$ cat src/design/bfifs_pkg.sv
package bfifs_pkg;

  // Width of the screen size registers
  localparam int CFG_W = 13;

  // Entries in each of the two internal queues
  localparam int QUEUE_DEPTH = 2;

  // Configuration register indexes
  typedef enum logic {
    CFG_SCREEN_WIDTH  = 1'b0,
    CFG_SCREEN_HEIGHT = 1'b1
  } cfg_addr_e;

  // Affine map selected for one step
  typedef enum logic [1:0] {
    MAP_STEM  = 2'd0,
    MAP_FROND = 2'd1,
    MAP_LEFT  = 2'd2,
    MAP_RIGHT = 2'd3
  } map_e;

endpackage

$ cat src/design/bfifs_front.sv
module bfifs_front import bfifs_pkg::*; #(
  parameter int SAMPLE_BITS = 16
) (
  input  logic                   push_i,
  input  logic [SAMPLE_BITS-1:0] sample_i,
  input  logic                   cq_full_i,
  output logic                   full_o,
  output logic                   cq_wr_o,
  output map_e                   idx_o
);

  // sample * 100 needs seven more bits than the sample
  localparam int SW        = SAMPLE_BITS + 7;
  localparam int PCT_SCALE = 100;
  localparam int PCT_STEM  = 1;
  localparam int PCT_FROND = 86;
  localparam int PCT_LEFT  = 93;

  localparam logic [SW-1:0] TH_STEM  = SW'(PCT_STEM) << SAMPLE_BITS;
  localparam logic [SW-1:0] TH_FROND = SW'(PCT_FROND) << SAMPLE_BITS;
  localparam logic [SW-1:0] TH_LEFT  = SW'(PCT_LEFT) << SAMPLE_BITS;

  logic [SW-1:0] scaled;

  assign full_o  = cq_full_i;
  assign cq_wr_o = push_i && !cq_full_i;
  assign scaled  = SW'(sample_i) * SW'(PCT_SCALE);

  // Exact percentage thresholds pick the map
  always_comb begin
    if (scaled < TH_STEM) begin
      idx_o = MAP_STEM;
    end else if (scaled < TH_FROND) begin
      idx_o = MAP_FROND;
    end else if (scaled < TH_LEFT) begin
      idx_o = MAP_LEFT;
    end else begin
      idx_o = MAP_RIGHT;
    end
  end

endmodule

$ cat config.mk
export PLATFORM = sky130hd
export DESIGN_NAME = bfifs_front
export DESIGN_NICKNAME = d
export VERILOG_FILES = /design/src/design/bfifs_pkg.sv /design/src/design/bfifs_front.sv
export SDC_FILE = /design/constraint.sdc
export NUM_CORES = 1
export LEC_CHECK = 0
export BUFFER_PORTS_ARGS = -buffer_cell sky130_fd_sc_hd__buf_2
export CAP_MARGIN = 20
export CORE_MARGIN = 8
export CORE_UTILIZATION = 45
export DETAILED_ROUTE_END_ITERATION = 7
export GPL_ROUTABILITY_DRIVEN = 0
export GPL_TIMING_DRIVEN = 0
export PLACE_DENSITY_LB_ADDON = 0.3
export SYNTH_ARGS = -nofsm -noshare
export SYNTH_HDL_FRONTEND = slang
export SYNTH_SLANG_ARGS = --single-unit
$ cat constraint.sdc
create_clock -name vclk -period 4.6
set_clock_uncertainty 0.15 [all_clocks]
set_input_delay 0.92 -clock vclk [all_inputs]
set_output_delay 0.92 -clock vclk [all_outputs]
set_load 0.01 [all_outputs]
# Word-level counts from Yosys, hierarchy flattened
# Index checks and enable logic that the tools add are counted.
dict set report totals {
  elab_cells 9
  output_inout_bits 4
  reg_bits 0
}
dict set report classes {
  n_mul 1
  muxes 3
  n_reduce_logical 2
  magnitude_cmp 3
}
# cell n
set op_table {}
lappend op_table {{23-bit < comparator, second input constant} 2}
lappend op_table {{23-bit by 17-bit < comparator with 1-bit output, second input constant} 1}
lappend op_table {{16-bit by 5-bit multiplier with 21-bit output, second input constant} 1}
lappend op_table {{2-bit 2-to-1 mux} 2}
lappend op_table {{1-bit logical AND} 1}
lappend op_table {{1-bit zero test} 1}
lappend op_table {{1-bit 2-to-1 mux} 1}

# Logic depth before layout (Yosys ltp)
dict set report depth {
  word_depth 5
  depth_mapped 14
  depth_no_buf 14
}

# Worst setup path after synthesis
# OpenSTA, ideal clock, no wires.
dict set report synth_timing {
  kind {input-to-output}
  startpoint {input port sample_i[8]}
  endpoint {output port idx_o[0]}
  setup_slack_ns -0.448
  required_time_ns 3.530
  n_path_buf 0
  stages 14
  t_arrival_ns 3.978
  path_cell_list {ha_1 -> ha_1 -> inv_1 -> fa_1 -> inv_1 -> ha_1 -> a21oi_2 -> o21ai_2 -> or4b_4 -> nand3_1 -> nand4_1 -> a21oi_1 -> o41ai_2 -> a22oi_1}
}
dict set report synth_via {
  elab_chain_len 5
}
# item line
set synth_lines {}
lappend synth_lines {{start: declaration} bfifs_front.sv:5} ;# input logic [SAMPLE_BITS-1:0] sample_i,
lappend synth_lines {{16-bit by 5-bit multiplier with 21-bit output *} bfifs_front.sv:27} ;# assign scaled = SW'(sample_i) * SW'(PCT_SCALE);
lappend synth_lines {{23-bit < comparator} bfifs_front.sv:35} ;# end else if (scaled < TH_LEFT) begin
lappend synth_lines {{1-bit 2-to-1 mux} bfifs_front.sv:35}
lappend synth_lines {{2-bit 2-to-1 mux} bfifs_front.sv:33} ;# end else if (scaled < TH_FROND) begin
lappend synth_lines {{2-bit 2-to-1 mux *} bfifs_front.sv:31} ;# if (scaled < TH_STEM) begin
lappend synth_lines {{end: declaration} bfifs_front.sv:9} ;# output map_e idx_o
# Every way passes the cells marked *; elsewhere a longest branch is shown, timed or not.

# Worst setup path in the final report
dict set report layout_timing {
  startpoint {input port sample_i[11]}
  endpoint {output port idx_o[0]}
}
# The elaborated chain is that of the path after synthesis.

==> results.md <==
* Synth cell types at 45
* DR vias at 1359
* Most frequent cell after synthesis: ha_1
* Placed instance area at 1898 µm²
* Post-Synth XOR/XNOR Area at 1.155%
* P per Cell Area at 278.4 nW/µm²
* Highest clock rate at 189.8 MHz
* Final WL at 3.469 mm
* Core area at 3284 µm²
* Crit-path slowest cell: or4b_4
* Initial core utilization at 46.17%
* Sw Ratio at 51.78%
* Antenna diodes at 0
* Seq Cell Count at 0
* Vias in the first global route at 1472
* Mux cell area share after synthesis at 0.6601%
* Endpoints failing setup at 2
* Worst VDD drop at 0.1360 mV
* Unrepaired setup endpoints after global routing: yes
* Port bufs at 22
* Sequential power share at 0%
* Relative slew slack at 71.98%
* Worst Max-Slew Pin Slew at 0.4203 ns
* DR pass1 iterations at 4
* DIE AREA at 5483 µm²
* # nets final at 287
* Fin crit period at 5.270 ns
* Overall routing resource usage at 12.57%
* Area Overhead vs Synth at 43.81%
* Period utilisation layout at 114.6%
* FF+latch area at 0 µm²
* Post-synth top area cell: ha_1
* Starting DRT DRC Count at 40
* CP peak stage delay at 0.57 ns
* Reported net switching power at 314.4 µW
* Average wire per standard cell at 13.71 µm
* Ports at 22
* Hold Violations, Final at 0
* Worst path required time at 3.53 ns
* Synthesized cell area at 1516 µm²
* Final Max Tran Viols at 0
* Syn nets at 254
* Die width at 74.05 µm
* Top cell type's share of synthesized area at 41.25%
* Finished Cell Area at 2181 µm²
* Sequence of cells on the critical path: buf_8, ha_4, ha_4, inv_2, fa_1, inv_2, ha_4, a21oi_4, o21ai_4, or4b_4, a31o_1, or3_4, o21ai_2, a22oi_2, buf_2
* Post-Syn Instances at 176
* MaxCap Viol Count at 0
* Largest net degree at the start of global routing at 8
* Failing checks: setup timing
* Count of buffer and inverter cells on the critical path at 4
* Synth Area per Inst at 8.616 µm²
* Gr ovfl total at 0
* Synth top cells by count: ha_1 (50), inv_1 (40), fa_1 (10), nor2_1 (9)
* Vias per cell at 5.372
* HPWL Detailed at 2.913 mm
* Status: finished, violations left
* Post-Synth Adder-Cell Area at 54.46%
* CP Class: input port to output pin
* Setup ws final at -0.6695 ns
* Arrival @ worst endpoint at 4.20 ns
* CP max FO at 5
* CP delay by family, top: adder cells
* Antenna viol nets, final at 0
* Synth Area in Simple Gates at 12.79%
* First-pass GRT wire length at 5.740 mm
* Largest family of logic cells by synthesized area: adder cells
* DRC Markers at 0
* Seq/Total Area, Yosys at 0%
* Synth Area in Compound Gates at 20.54%
* Initial antenna violation count at 0
* Hold-fix buffers, CTS at 0
* Layout clock buffers at 0
* Die Ht at 74.05 µm
* Synth top area cells: ha_1 (41%), fa_1 (13%), inv_1 (9.9%), nor2_1 (2.2%), o41ai_2 (2.1%)
* Most used cell, CP: ha_4
* Cell row count at 21
* Startpoint types: input port
* CP Capture Type: output pin
* Comb power frac at 100.0%
* Syn. warnings at 0
* Placement Setup Slack at -0.8214 ns
* Pint at 292.8 µW
* Share of cells above drive strength 1 at 46.38%
* Clk network pwr share at 0%
* LEAKAGE at 1.030 nW
* Hold Crit Class: input port to output pin
[cells in the final DEF, fill, tap and decap left out, types with 3 or more instances in the layout]
master,n
nor2_1,6
buf_2,16
nand4_1,3
nand3_2,3
nand3_1,3
fa_1,8
inv_2,9
nor2_2,3
buf_4,12
a21oi_4,4
ha_1,32
ha_4,17
inv_1,31
o21ai_2,4
[cell type report]
type                            instances  area [µm²]
Fill cell                             263        1104
Tap cell                               46       57.56
Buffer                                  1       7.507
Inverter                               40       150.1
Timing Repair Buffer                   31       220.2
Multi-Input combinational cell        135        1745
[layer usage]
layer / GRT usage, % / part of all wire (%) / routed length [µm] / vias to the layer above
met2: 26.86 / 57 / 1961 / 17
met5: 0 / 0 / 0 / -
met1: 12.97 / 40 / 1397 / 647
li1: - / - / - / 689
met4: 1.552 / 1.7 / 60 / 0
met3: 0.5391 / 1.4 / 50 / 6
[through the flow]
step           power, mW  setup TNS, ns  utilization [%]  std cells  hold WS [ns]
3_5_place_dp      0.4851         -1.516            57.79        244         1.943
6_report          0.6072         -1.276            66.40        253         1.938
5_1_grt           0.6657         -1.539            66.40        253         1.947
4_1_cts           0.5622         -1.232            63.62        250         1.943
2_1_floorplan     0.3963        -0.5579                -        176         1.736
3_3_place_gp      0.4657         -1.356            57.79        244         1.935
[tightest hold or removal path: cells and delay by family]
| family | cells | cell delay (ns) |
|---|---|---|
| buffers and inverters | 2 | 0.22 |
| and+or+nand+nor | 1 | 0.03 |
[logic make-up after synthesis]
family,after synthesis
and+or+nand+nor,34
buffers and inverters,41
xor gates and xnor gates,2
AOI/OAI and AO/OA,38
adders and majority gates,60
muxes,1
[power groups by stage]
stage               sequential [mW]  combinational [mW]  clock (mW)
floorplan                         0               0.396           0
global placement                  0               0.466           0
detailed placement                0               0.485           0
CTS                               0               0.562           0
global route                      0               0.666           0
finish                            0               0.607           0
[worst paths after layout]
path	startpoint	depth (start not counted)	end
max	sample_i[11]	15	idx_o[0]
min	cq_full_i	3	cq_wr_o
[timing repair]
item	4_1_cts	5_1_grt
resized for setup	27	14
pin swaps	22	16
setup endpoints to repair	2	2
setup buffers	6	3
No activity file was read; power rests on OpenSTA's default activity.
