File: src/design/bfifs_fifo.sv
module bfifs_fifo #(
  parameter int WIDTH = 8,
  parameter int DEPTH = 2
) (
  input  logic             clk_i,
  input  logic             rst_ni,
  input  logic             wr_i,
  input  logic [WIDTH-1:0] wdata_i,
  output logic             full_o,
  input  logic             rd_i,
  output logic [WIDTH-1:0] rdata_o,
  output logic             empty_o
);

  localparam int PTR_W = (DEPTH > 1) ? $clog2(DEPTH) : 1;
  localparam int CNT_W = $clog2(DEPTH + 1);

  logic [WIDTH-1:0] mem_q [DEPTH];
  logic [PTR_W-1:0] wr_ptr_q, rd_ptr_q;
  logic [CNT_W-1:0] cnt_q;
  logic             do_wr, do_rd;

  assign full_o  = (cnt_q == CNT_W'(DEPTH));
  assign empty_o = (cnt_q == '0);
  assign do_wr   = wr_i && !full_o;
  assign do_rd   = rd_i && !empty_o;
  assign rdata_o = mem_q[rd_ptr_q];

  // Pointers and fill count
  always_ff @(posedge clk_i or negedge rst_ni) begin
    if (!rst_ni) begin
      wr_ptr_q <= '0;
      rd_ptr_q <= '0;
      cnt_q    <= '0;
    end else begin
      if (do_wr) begin
        wr_ptr_q <= (wr_ptr_q == PTR_W'(DEPTH - 1)) ? '0 : wr_ptr_q + 1'b1;
      end
      if (do_rd) begin
        rd_ptr_q <= (rd_ptr_q == PTR_W'(DEPTH - 1)) ? '0 : rd_ptr_q + 1'b1;
      end
      if (do_wr && !do_rd) begin
        cnt_q <= cnt_q + 1'b1;
      end else if (do_rd && !do_wr) begin
        cnt_q <= cnt_q - 1'b1;
      end
    end
  end

  // Storage
  always_ff @(posedge clk_i) begin
    if (do_wr) begin
      mem_q[wr_ptr_q] <= wdata_i;
    end
  end

endmodule

File: config.mk
export PLATFORM = sky130hd
export DESIGN_NAME = bfifs_fifo
export DESIGN_NICKNAME = d
export VERILOG_FILES = /design/src/design/bfifs_fifo.sv
export SDC_FILE = /design/constraint.sdc
export NUM_CORES = 1
export LEC_CHECK = 0
export BUFFER_PORTS_ARGS = -buffer_cell sky130_fd_sc_hd__buf_2
export CAP_MARGIN = 25
export CORE_MARGIN = 2
export CORE_UTILIZATION = 35
export DETAILED_ROUTE_END_ITERATION = 10
export GPL_TIMING_DRIVEN = 0
export PLACE_DENSITY = 0.53
export SLEW_MARGIN = 20
export SYNTH_ARGS = -nofsm -noshare
export SYNTH_HDL_FRONTEND = slang
export SYNTH_SLANG_ARGS = --single-unit
File: constraint.sdc
create_clock -name clk_i -period 2.7 [get_ports clk_i]
set_input_delay 0.27 -clock clk_i [delete_from_list [all_inputs] [get_ports clk_i]]
set_output_delay 0.27 -clock clk_i [all_outputs]
set_load 0.01 [all_outputs]
* Yosys cells after proc, flatten, opt, wreduce, memory -nomap -nowiden
Memory sizes are Yosys's and may differ from the RTL's. Cells that the tools add are included.
Word-level totals: register bits after elaboration 4, bits in writable memories 16, memories kept 1, output and inout port bits 10, memory bits (read-only) 0, bits in latches 0
Memory list:
- mem_q | depth 2, bits a word 8, read ports 1, clocked after memory_dff 0, wr ports 1, RTL line 18 | logic [WIDTH-1:0] mem_q [DEPTH];
Operators by class: bitwise logic cells 0, reductions and logical operators 10, order comparisons 0, divide/modulo/power cells 0, muxes and demuxes 6, shift-type cells 0, multiply operators 0, add/subtract/negate cells 4, eq/ne operators 1
Operators with widths (count):
- 1-bit logical AND | 4
- 1-bit logical NOT | 4
- 1-bit two-way mux | 4
- 2-bit two-way mux | 2
- 1-bit adder, second input constant | 2
- 2-bit by 1-bit adder with 2-bit output, second input constant | 1
- 2-bit equality test, second input constant | 1
- 2-bit logical NOT | 1
- 2-bit nonzero test | 1
- 2-bit by 1-bit subtractor with 2-bit output, second input constant | 1

* Logic depth before layout (Yosys ltp)
Gate-level depths: netlist of run 1.
depth in word-level cells 7, gate-level depth with buffers 7, gate-level depth less buffers 7

* Worst setup path after synthesis of run 1
OpenSTA, ideal clock, no wires.
path type reg-to-reg, start point reg cnt_q[0], end point mem mem_q[0][0] (enable), buffers on the path 0, data required time 2330 ps, data arrival time 1022 ps, slack 1308 ps, library setup time 370 ps, cell stages (with the launch flop) 4, cells stage by stage dfrtp_1 > nand2b_1 > nand2_2 > nor2_1
On the way: word-level cells in the longest chain between the ends 5
Ends and longest elaborated chain:
- from (decl) | RTL line 20 | logic [CNT_W-1:0] cnt_q;
- from (signal assigned) | RTL line 43 | cnt_q <= cnt_q + 1'b1;
- from (signal assigned) | RTL line 45 | cnt_q <= cnt_q - 1'b1;
- 2-bit equality test | RTL line 23 | assign full_o = (cnt_q == CNT_W'(DEPTH));
- 1-bit logical NOT | RTL line 25 | assign do_wr = wr_i && !full_o;
- 1-bit logical AND | RTL line 25
- 1-bit two-way mux | RTL line 52 | if (do_wr) begin
- 1-bit two-way mux (implied by the code) | RTL line 53 | mem_q[wr_ptr_q] <= wdata_i;
- to (decl) | RTL line 18
Every way passes these cells.

* Final worst setup path of run 1
start point reg cnt_q[0], end point mem mem_q[0][6] (enable)
Same word-level chain as after synthesis.

==> flow_summary.json, run 1 <==
{
  "area_growth_pct": 22.6,
  "worstReg2RegEnd": "mem_q[0][6]",
  "ys_warn_count": 0,
  "placementRows": 17,
  "path_class": "register to register",
  "worstSkewPairLatency_ps": 290,
  "fillerInstances": 219,
  "arrival_ps": 1570,
  "finalSetupTns_ps": 0,
  "ys_ff_latch": 20,
  "dieArea_um2": 2630,
  "route.layer.met1.wl_um": 514,
  "synth_area_per_cell_um2": 17.8,
  "nets": 84,
  "path_max_fanout": 8,
  "relSlewSlack": 0.528,
  "viasPerCell": 4.32,
  "core-area_um2": 2170,
  "die_h_um": 51.3,
  "end_kind": "register",
  "first_pass_iters": 3,
  "maxUsedRoutingLayer": "met4",
  "p_leak_uw": 0.000397,
  "clockRootBuffer": "clkbuf_4",
  "synth_nets": 57,
  "finalCritPeriodShare": 0.608,
  "min_path_type": "input port to register",
  "critPathLaunchType": "register",
  "synth.cell_area_um2": 782,
  "hold_viol_final": 0,
  "outcome": "finished, final reports clean",
  "ant_nets": 0,
  "first_global_vias": 397,
  "gp_congestion": 0.650,
  "start_util": 0.360,
  "drive_above_1_share": 0.414,
  "numClockSinks": 20,
  "cts_buffer_depth": 2,
  "crit_path_cell_trace": "nand2b_1, nand2_2, nor2_1",
  "hpwl_um": 803,
  "antenna_found_initial": 0,
  "grt_pass1_wl_um": 1760,
  "fp.dieW_um": 51.3,
  "reg2reg_slack_ps": 1060,
  "grt_max_degree": 12,
  "irDropWorstVdd_mv": 0.501,
  "grtUsageTotal": 0.0985,
  "hold_path_end": "mem_q[1][7]",
  "drt-initial-drc-count": 3,
  "cts_tree": "done",
  "p_total_uw": 953,
  "routed-wl-met3_um": 52,
  "numCtsBuffers": 3,
  "drv_slew": 0,
  "route.met2.wl_um": 511,
  "ff2ff_path_depth": 3,
  "synth_cell_types": 15,
  "antenna_cells": 0,
  "syn_inst": 44,
  "routed_wl_um": 1110,
  "pin_count": 22,
  "slowest_stage": "nor2_1",
  "worstHoldStart": "wdata_i[7]",
  "vias": 423,
  "worst_pin_slew_ps": 706,
  "htree_levels": 1,
  "timing.fmax_mhz": 609,
  "crit_start": "cnt_q[0]",
  "wire_per_inst_um": 11.3,
  "skew_ps": 4.81,
  "max_cap_viol_count": 0,
  "period_minus_slack_ps": 1640,
  "drc": 0,
  "required_ps": 2630,
  "setup_viol": 0,
  "rsz0062_at_grt": "no",
  "r2r-start": "cnt_q[0]",
  "portBuffers": 21,
  "cp_slowest_stage_delay_ps": 550,
  "power_density_nw_per_um2": 994,
  "ys_seq_area_frac": 0.742,
  "hold-path-cell-count": 1,
  "grt.overflow.total": 0,
  "cts.clk_slew.worst_paths_ps": 100
}
power breakdown:
part | internal [uW] | switching (uW)
clock | 57.4 | 80.9
combinational | 164 | 179
sequential | 431 | 40.0
total | 653 | 300
registers in the layout, summed over array words and instances, names as in the netlist:
name / count
rd_ptr_q: 1
mem_q: 16
wr_ptr_q: 1
cnt_q: 2
cells in the final DEF (no fill, tap or decap), types with 2 or more instances in the layout:
master	count
mux2_1	6
xor2_1	2
edfxtp_1	16
inv_1	2
mux2_2	2
clkbuf_4	3
buf_2	22
xnor2_1	2
dfrtp_1	4
nor2_1	3
worst max-delay path: cells and delay by family, from the launching register on:
| family | cells | cell delay (ps) |
|---|---|---|
| flops | 1 | 450 |
| simple gates | 3 | 840 |
area by class of cell:
cell class                 count  area, um2  share of cell area
sequential                    20        581               0.606
multi-input combinational     21        189               0.197
timing repair buffer          22        115               0.120
tap                           28       35.0              0.0366
clock buffer                   4       26.3              0.0274
inverter                       2       7.51             0.00783
buffer                         1       5.00             0.00522
through the flow:
stage	hold slack, ps	instance area (um2)	std cells	worst slack, ps	utilization
finish	160	958	98	1060	0.442
global route	135	958	98	980	0.442
CTS	143	958	98	1030	0.442
detailed placement	84.1	922	93	1050	0.425
global placement	82.8	922	93	1020	0.425
floorplan	-25.6	782	44	1310	-
layer usage:
| metal | global-route usage | vias to the layer above |
|---|---|---|
| li1 | - | 213 |
| met1 | 0.117 | 196 |
| met2 | 0.149 | 10 |
| met3 | 0.0263 | 4 |
| met4 | 0.0789 | 0 |
| met5 | 0 | - |
logic make-up (layout without fill, tap and decap cells):
family          Yosys count  in the layout  share of synthesized area
buf+inv                   3             29                     0.0160
simple gates              6              6                     0.0384
fa+ha+maj                 1              1                     0.0160
flops                    20             20                      0.742
mux                       8              8                      0.115
xor+xnor                  5              5                     0.0656
compound gates            1              1                    0.00639
synth_stat cells:
library cell  number  area [um2]
and3_1             1        6.26
buf_2              1        5.00
dfrtp_1            4         100
edfxtp_1          16         480
ha_1               1        12.5
inv_1              2        7.51
mux2_1             6        67.6
mux2_2             2        22.5
nand2_2            1        6.26
nand2b_1           1        6.26
nor2_1             3        11.3
o21ai_1            1        5.00
xnor2_1            2        17.5
xnor2_2            1        16.3
xor2_1             2        17.5
worst max path at each step:
| stage | end | slack (ps) |
|---|---|---|
| 6_report | mem_q[0][6] | 1060 |
| 5_1_grt | mem_q[0][6] | 980 |
| 4_1_cts | mem_q[0][6] | 1030 |
| 3_5_place_dp | mem_q[0][0] | 1050 |
| 3_3_place_gp | mem_q[0][0] | 1020 |
| 2_1_floorplan | mem_q[0][0] | 1310 |
what timing repair did:
item,in CTS,in global routing
hold endpoints to repair,4,0
hold buffers,1,0
gates resized for setup,0,0
buffers inserted,0,0
Note: power is estimated with default switching activity, not from simulation.
==> run 2, diff against run 1 <==
PLACE_DENSITY = 0.56   (was 0.53)
clock period = 1.4 ns   (was 2.7 ns; I/O delays follow)
==> run 2 against run 1 <==
Effect of this change:
- flip-flop and latch count did not move
- non-clock buffer count rose by 4
- register-to-register slack got worse by 1000 ps
- the run now ends with negative setup slack left
- critical path depth did not move
- critical path type is now register to output port
- global-route usage rose by 0.53 points
- clock skew barely moved
- combinational power rose to 2.8 times the previous value
==> flow_summary.json, run 2 (same netlist as run 1, synthesis figures left out) <==
{
  "outcome": "finished, violations left",
  "violations": "negative setup slack",
  "grt.overflow.total": 0,
  "start_util": 0.360,
  "first_global_vias": 441,
  "switchingPower_uw": 698,
  "crit_family": "flip-flops",
  "cp_slowest_stage_delay_ps": 390,
  "cts_tree": "done",
  "finalSetupTns_ps": -20.1,
  "worst_pin_slew_ps": 261,
  "period_minus_slack_ps": 1410,
  "cts.clk_slew.worst_paths_ps": 110,
  "portBuffers": 21,
  "power_density_nw_per_um2": 2140,
  "largest-register": "mem_q",
  "max_cap_viol_count": 0,
  "finalCritPeriodShare": 1.01,
  "area_growth_pct": 40.6,
  "clock_power_share": 0.193,
  "hpwl_um": 864,
  "reg.largest.list": "mem_q: 16 flops, cnt_q: 2 flops",
  "largest_register_ffs": 16,
  "worstHoldStart": "wdata_i[0]",
  "core-area_um2": 2170,
  "combPwrFrac": 0.408,
  "swShare": 0.297,
  "relSlewSlack": 0.826,
  "ff2ff_path_depth": 7,
  "seqPwrFrac": 0.399,
  "die_h_um": 51.3,
  "path_max_fanout": 9,
  "hold-path-cell-count": 1,
  "r2r-start": "cnt_q[0]",
  "first_pass_iters": 3,
  "pin_count": 22,
  "final_common_cell": "buf_2",
  "skew_ps": 5.25,
  "drive_above_1_share": 0.595,
  "crit_path_cell_trace": "buf_6, mux2_1, buf_2",
  "htree_levels": 1,
  "clockRootBuffer": "clkbuf_4",
  "most-common-layout-cells": "buf_2 (18), edfxtp_1 (16), buf_6 (5)",
  "p_leak_uw": 0.000456,
  "postLayoutCoreUtil": 0.507,
  "cts_buffer_depth": 2,
  "min_path_type": "input port to register",
  "placementRows": 17,
  "fp.dieW_um": 51.3,
  "numCtsBuffers": 3,
  "grt_pass1_wl_um": 1840,
  "nets": 88,
  "grtUsageTotal": 0.104,
  "irDropWorstVdd_mv": 0.914,
  "crit_buf_inv": 2,
  "grt_max_degree": 13,
  "slowest_stage": "dfrtp_1",
  "drt-initial-drc-count": 4,
  "numClockSinks": 20,
  "end_kind": "output port",
  "wire_per_inst_um": 12.3,
  "critPathLaunchType": "register",
  "viasPerCell": 4.33,
  "hold_viol_final": 0,
  "ant_nets": 0,
  "worstSkewPairLatency_ps": 290,
  "drc": 0,
  "antenna_cells": 0,
  "routed_wl_um": 1260,
  "reg2reg_slack_ps": 40,
  "vias": 442,
  "setup_viol": 4,
  "antenna_found_initial": 0,
  "rsz0062_at_grt": "yes",
  "worstReg2RegEnd": "cnt_q[1]",
  "dieArea_um2": 2630,
  "p_int_uw": 1650,
  "setup_slack_ps": -9.41,
  "hold-worst-slack_ps": 27.2,
  "drv_slew": 0,
  "hold_path_end": "mem_q[1][0]",
  "required_ps": 1260,
  "path_class": "register to output port",
  "gp_congestion": 0.692,
  "timing.fmax_mhz": 710,
  "arrival_ps": 1270
}
## run 2: changes by cell type in the layout (fill, tap and decap cells not counted), sizes merged
cell,before,now
buf,22,26
bufinv,0,1
clkbuf,4,3
## run 2: what timing repair did
action	in CTS	in global routing
hold buffers	1	0
setup buffers	3	1
endpoints found under the hold margin	4	0
resized for setup	9	11
pin swaps	1	4
endpoints found under the setup margin	25	25
## run 2: power by group through the flow
stage / Combinational, uW / Clock, uW / Sequential (uW)
floorplan: 470 / 0 / 906
global placement: 664 / 0 / 919
detailed placement: 678 / 0 / 929
CTS: 854 / 468 / 911
global route: 1040 / 496 / 948
finish: 960 / 455 / 938
## run 2: worst max path at each step
stage / start / slack (ps) / cells past startpoint / end
after floorplan: cnt_q[0] / 8 / 3 / mem_q[0][0]
after global placement: cnt_q[0] / -250 / 3 / mem_q[0][6]
after detailed placement: cnt_q[0] / -270 / 3 / mem_q[0][6]
after CTS: rd_ptr_q / -30 / 3 / rdata_o[5]
after global routing: rd_ptr_q / -60 / 3 / rdata_o[7]
final: rd_ptr_q / -9 / 3 / rdata_o[5]
## run 2: cell type report
class,count,area [um2]
Fill cell,203,1070
Multi-Input combinational cell,21,244
Inverter,2,7.51
Sequential cell,20,582
Tap cell,28,35.0
Buffer,1,11.3
Clock buffer,3,22.5
Clock inverter,1,30.0
Timing Repair Buffer,26,168
## run 2: stage by stage
stage	instance area, um2	std cells	total power [uW]	worst slack, ps
after global routing	1100	102	2480	-58.8
after detailed placement	922	93	1610	-267
after floorplan	782	44	1380	7.85
after CTS	1040	101	2230	-28.8
after global placement	922	93	1580	-255
final	1100	102	2350	-9.41
## run 2: per-layer routing
metal	global-route usage	vias up	wire length, um	share of wire
li1	-	216	-	-
met1	0.110	212	484	0.38
met2	0.173	12	703	0.56
met3	0.0292	2	53	0.042
met4	0.0789	0	17	0.014
met5	0	-	0	0
==> run 3, diff against run 2 <==
PLACE_DENSITY = not set   (was 0.56)
PLACE_DENSITY_LB_ADDON = 0.2   (was not set)
==> run 3 against run 2 <==
Effect of this change:
- the flow still finishes with violations (negative setup slack)
- global-route usage is 0.44 points higher
- non-clock buffer count is 1 higher
- critical path depth stayed put
- hold slack better by 4.9 ps
- cell count is 0.98% higher
- clock-buffer cell count is 1 higher
- utilization is 0.058 points higher
- routed wire length is 0.95% lower
- critical endpoint unchanged
- largest power group unchanged
- sequential share of layout area is 0.061 points lower
- die area stayed put
- power is 3.2% lower
- flip-flop and latch count stayed put
==> flow_summary.json, run 3 (same netlist as run 1, synthesis figures left out) <==
{
  "numCtsBuffers": 3,
  "path_class": "register to output port",
  "violations": "negative setup slack",
  "pin_count": 22,
  "grt.overflow.total": 0,
  "numClockSinks": 20,
  "outcome": "finished, violations left",
  "drv_slew": 0,
  "relSlewSlack": 0.696,
  "finalCritPeriodShare": 1.00,
  "grt_pass1_wl_um": 1980,
  "largest_register_ffs": 16,
  "final_common_cell": "edfxtp_1",
  "most-common-layout-cells": "edfxtp_1 (16), buf_2 (13), buf_6 (10)",
  "p_leak_uw": 0.000481,
  "drc": 0,
  "cts_buffer_depth": 2,
  "vias": 461,
  "first_pass_iters": 4,
  "fillerInstances": 197,
  "dieArea_um2": 2630,
  "required_ps": 1260,
  "routed_wl_um": 1250,
  "core-area_um2": 2170,
  "first_global_vias": 451,
  "wire_per_inst_um": 12.1,
  "postLayoutCoreUtil": 0.507,
  "grtUsageTotal": 0.108,
  "worst_pin_slew_ps": 455,
  "start_util": 0.360,
  "antenna_found_initial": 0,
  "seqCellArea_um2": 582,
  "fp.dieW_um": 51.3,
  "rsz0062_at_grt": "yes",
  "drt-initial-drc-count": 10,
  "irDropWorstVdd_mv": 1.07,
  "cts_tree": "done",
  "end_kind": "output port",
  "worstSkewPairLatency_ps": 290,
  "area_growth_pct": 40.8,
  "nets": 89,
  "clockRootBuffer": "clkbuf_4",
  "viasPerCell": 4.48,
  "period_minus_slack_ps": 1400,
  "gp_congestion": 0.696,
  "ant_nets": 0,
  "critPathLaunchType": "register",
  "max_cap_viol_count": 0,
  "timing.fmax_mhz": 714,
  "htree_levels": 1,
  "power_density_nw_per_um2": 2070,
  "arrival_ps": 1260,
  "skew_ps": 2.43,
  "hold-worst-slack_ps": 32.2,
  "drive_above_1_share": 0.587,
  "placementRows": 17,
  "die_h_um": 51.3,
  "hold_viol_final": 0,
  "setup_viol": 2,
  "setup_slack_ps": -0.760,
  "min_path_type": "input port to register",
  "reg.largest.list": "mem_q: 16 flops, cnt_q: 2 flops",
  "grt_max_degree": 12,
  "multi_input_area_um2": 233,
  "largest-register": "mem_q",
  "portBuffers": 21,
  "path_max_fanout": 5,
  "cts.clk_slew.worst_paths_ps": 110,
  "antenna_cells": 0
}
==> run 3: cell count changes in the layout (fill, tap and decap cells not counted), moves of 2 or more <==
cell and change:
buf_6 +5, buf_2 -5, mux2_1 -4, mux2_2 -2, mux2_4 +6
==> run 3: timing repair <==
item | 4_1_cts | 5_1_grt
gates resized for setup | 21 | 3
hold buffers | 1 | 0
endpoints found under the hold margin | 4 | 0
gates cloned | 1 | 0
endpoints found under the setup margin | 25 | 25
pin swaps | 1 | 1
setup buffers | 3 | 1
==> run 3: layer usage <==
metal / up-vias / GRT usage / wire length [um] / part of all wire
met5: - / 0 / 0 / 0
met4: 0 / 0.0526 / 0 / 0
met3: 0 / 0.0351 / 55 / 0.044
met2: 9 / 0.173 / 660 / 0.53
met1: 230 / 0.131 / 530 / 0.43
li1: 222 / - / - / -
==> run 3: power breakdown <==
| part | leakage [uW] | internal (uW) | switching (uW) |
|---|---|---|---|
| sequential | 0.000194 | 835 | 86.8 |
| clock | 0.0000150 | 111 | 161 |
| combinational | 0.000272 | 647 | 436 |
| total | 0.000481 | 1590 | 684 |
==> run 3: cell type report <==
type,instances,area share
plain buffers,1,0.0102
well taps,28,0.0318
inverters,2,0.00682
clock buffers,4,0.0239
repair buffers,27,0.187
multi-input cells,21,0.211
flip-flops and latches,20,0.528
==> run 3: final timing paths <==
path | start | to | slack, ps | cells past startpoint
worst max-delay path | rd_ptr_q | rdata_o[5] | -0.8 | 3
max in group asynchronous | rst_ni | cnt_q[1] | 1090 | 2
min in group asynchronous | rst_ni | cnt_q[1] | 180 | 2
worst max register to register | cnt_q[0] | cnt_q[1] | 70 | 6
worst min register to register | wr_ptr_q | wr_ptr_q | 540 | 1
worst min-delay path | wdata_i[7] | mem_q[1][7] | 30 | 1
==> run 3: critical path, cell delays in order, from the launching register on <==
cell and delay [ps]:
dfrtp_1 410, buf_6 150, mux2_4 300, buf_6 120
==> run 3: stage by stage <==
step / worst slack (ps) / setup TNS [ps] / total power, uW / area (um2) / instances
after global placement: -262 / -2140 / 1590 / 922 / 93
final: -0.760 / -0.899 / 2280 / 1100 / 103
after global routing: -62.6 / -506 / 2430 / 1100 / 103
after CTS: -18.3 / -88.2 / 2250 / 1080 / 102
after floorplan: 7.85 / 0 / 1380 / 782 / 44
after detailed placement: -270 / -2310 / 1600 / 922 / 93
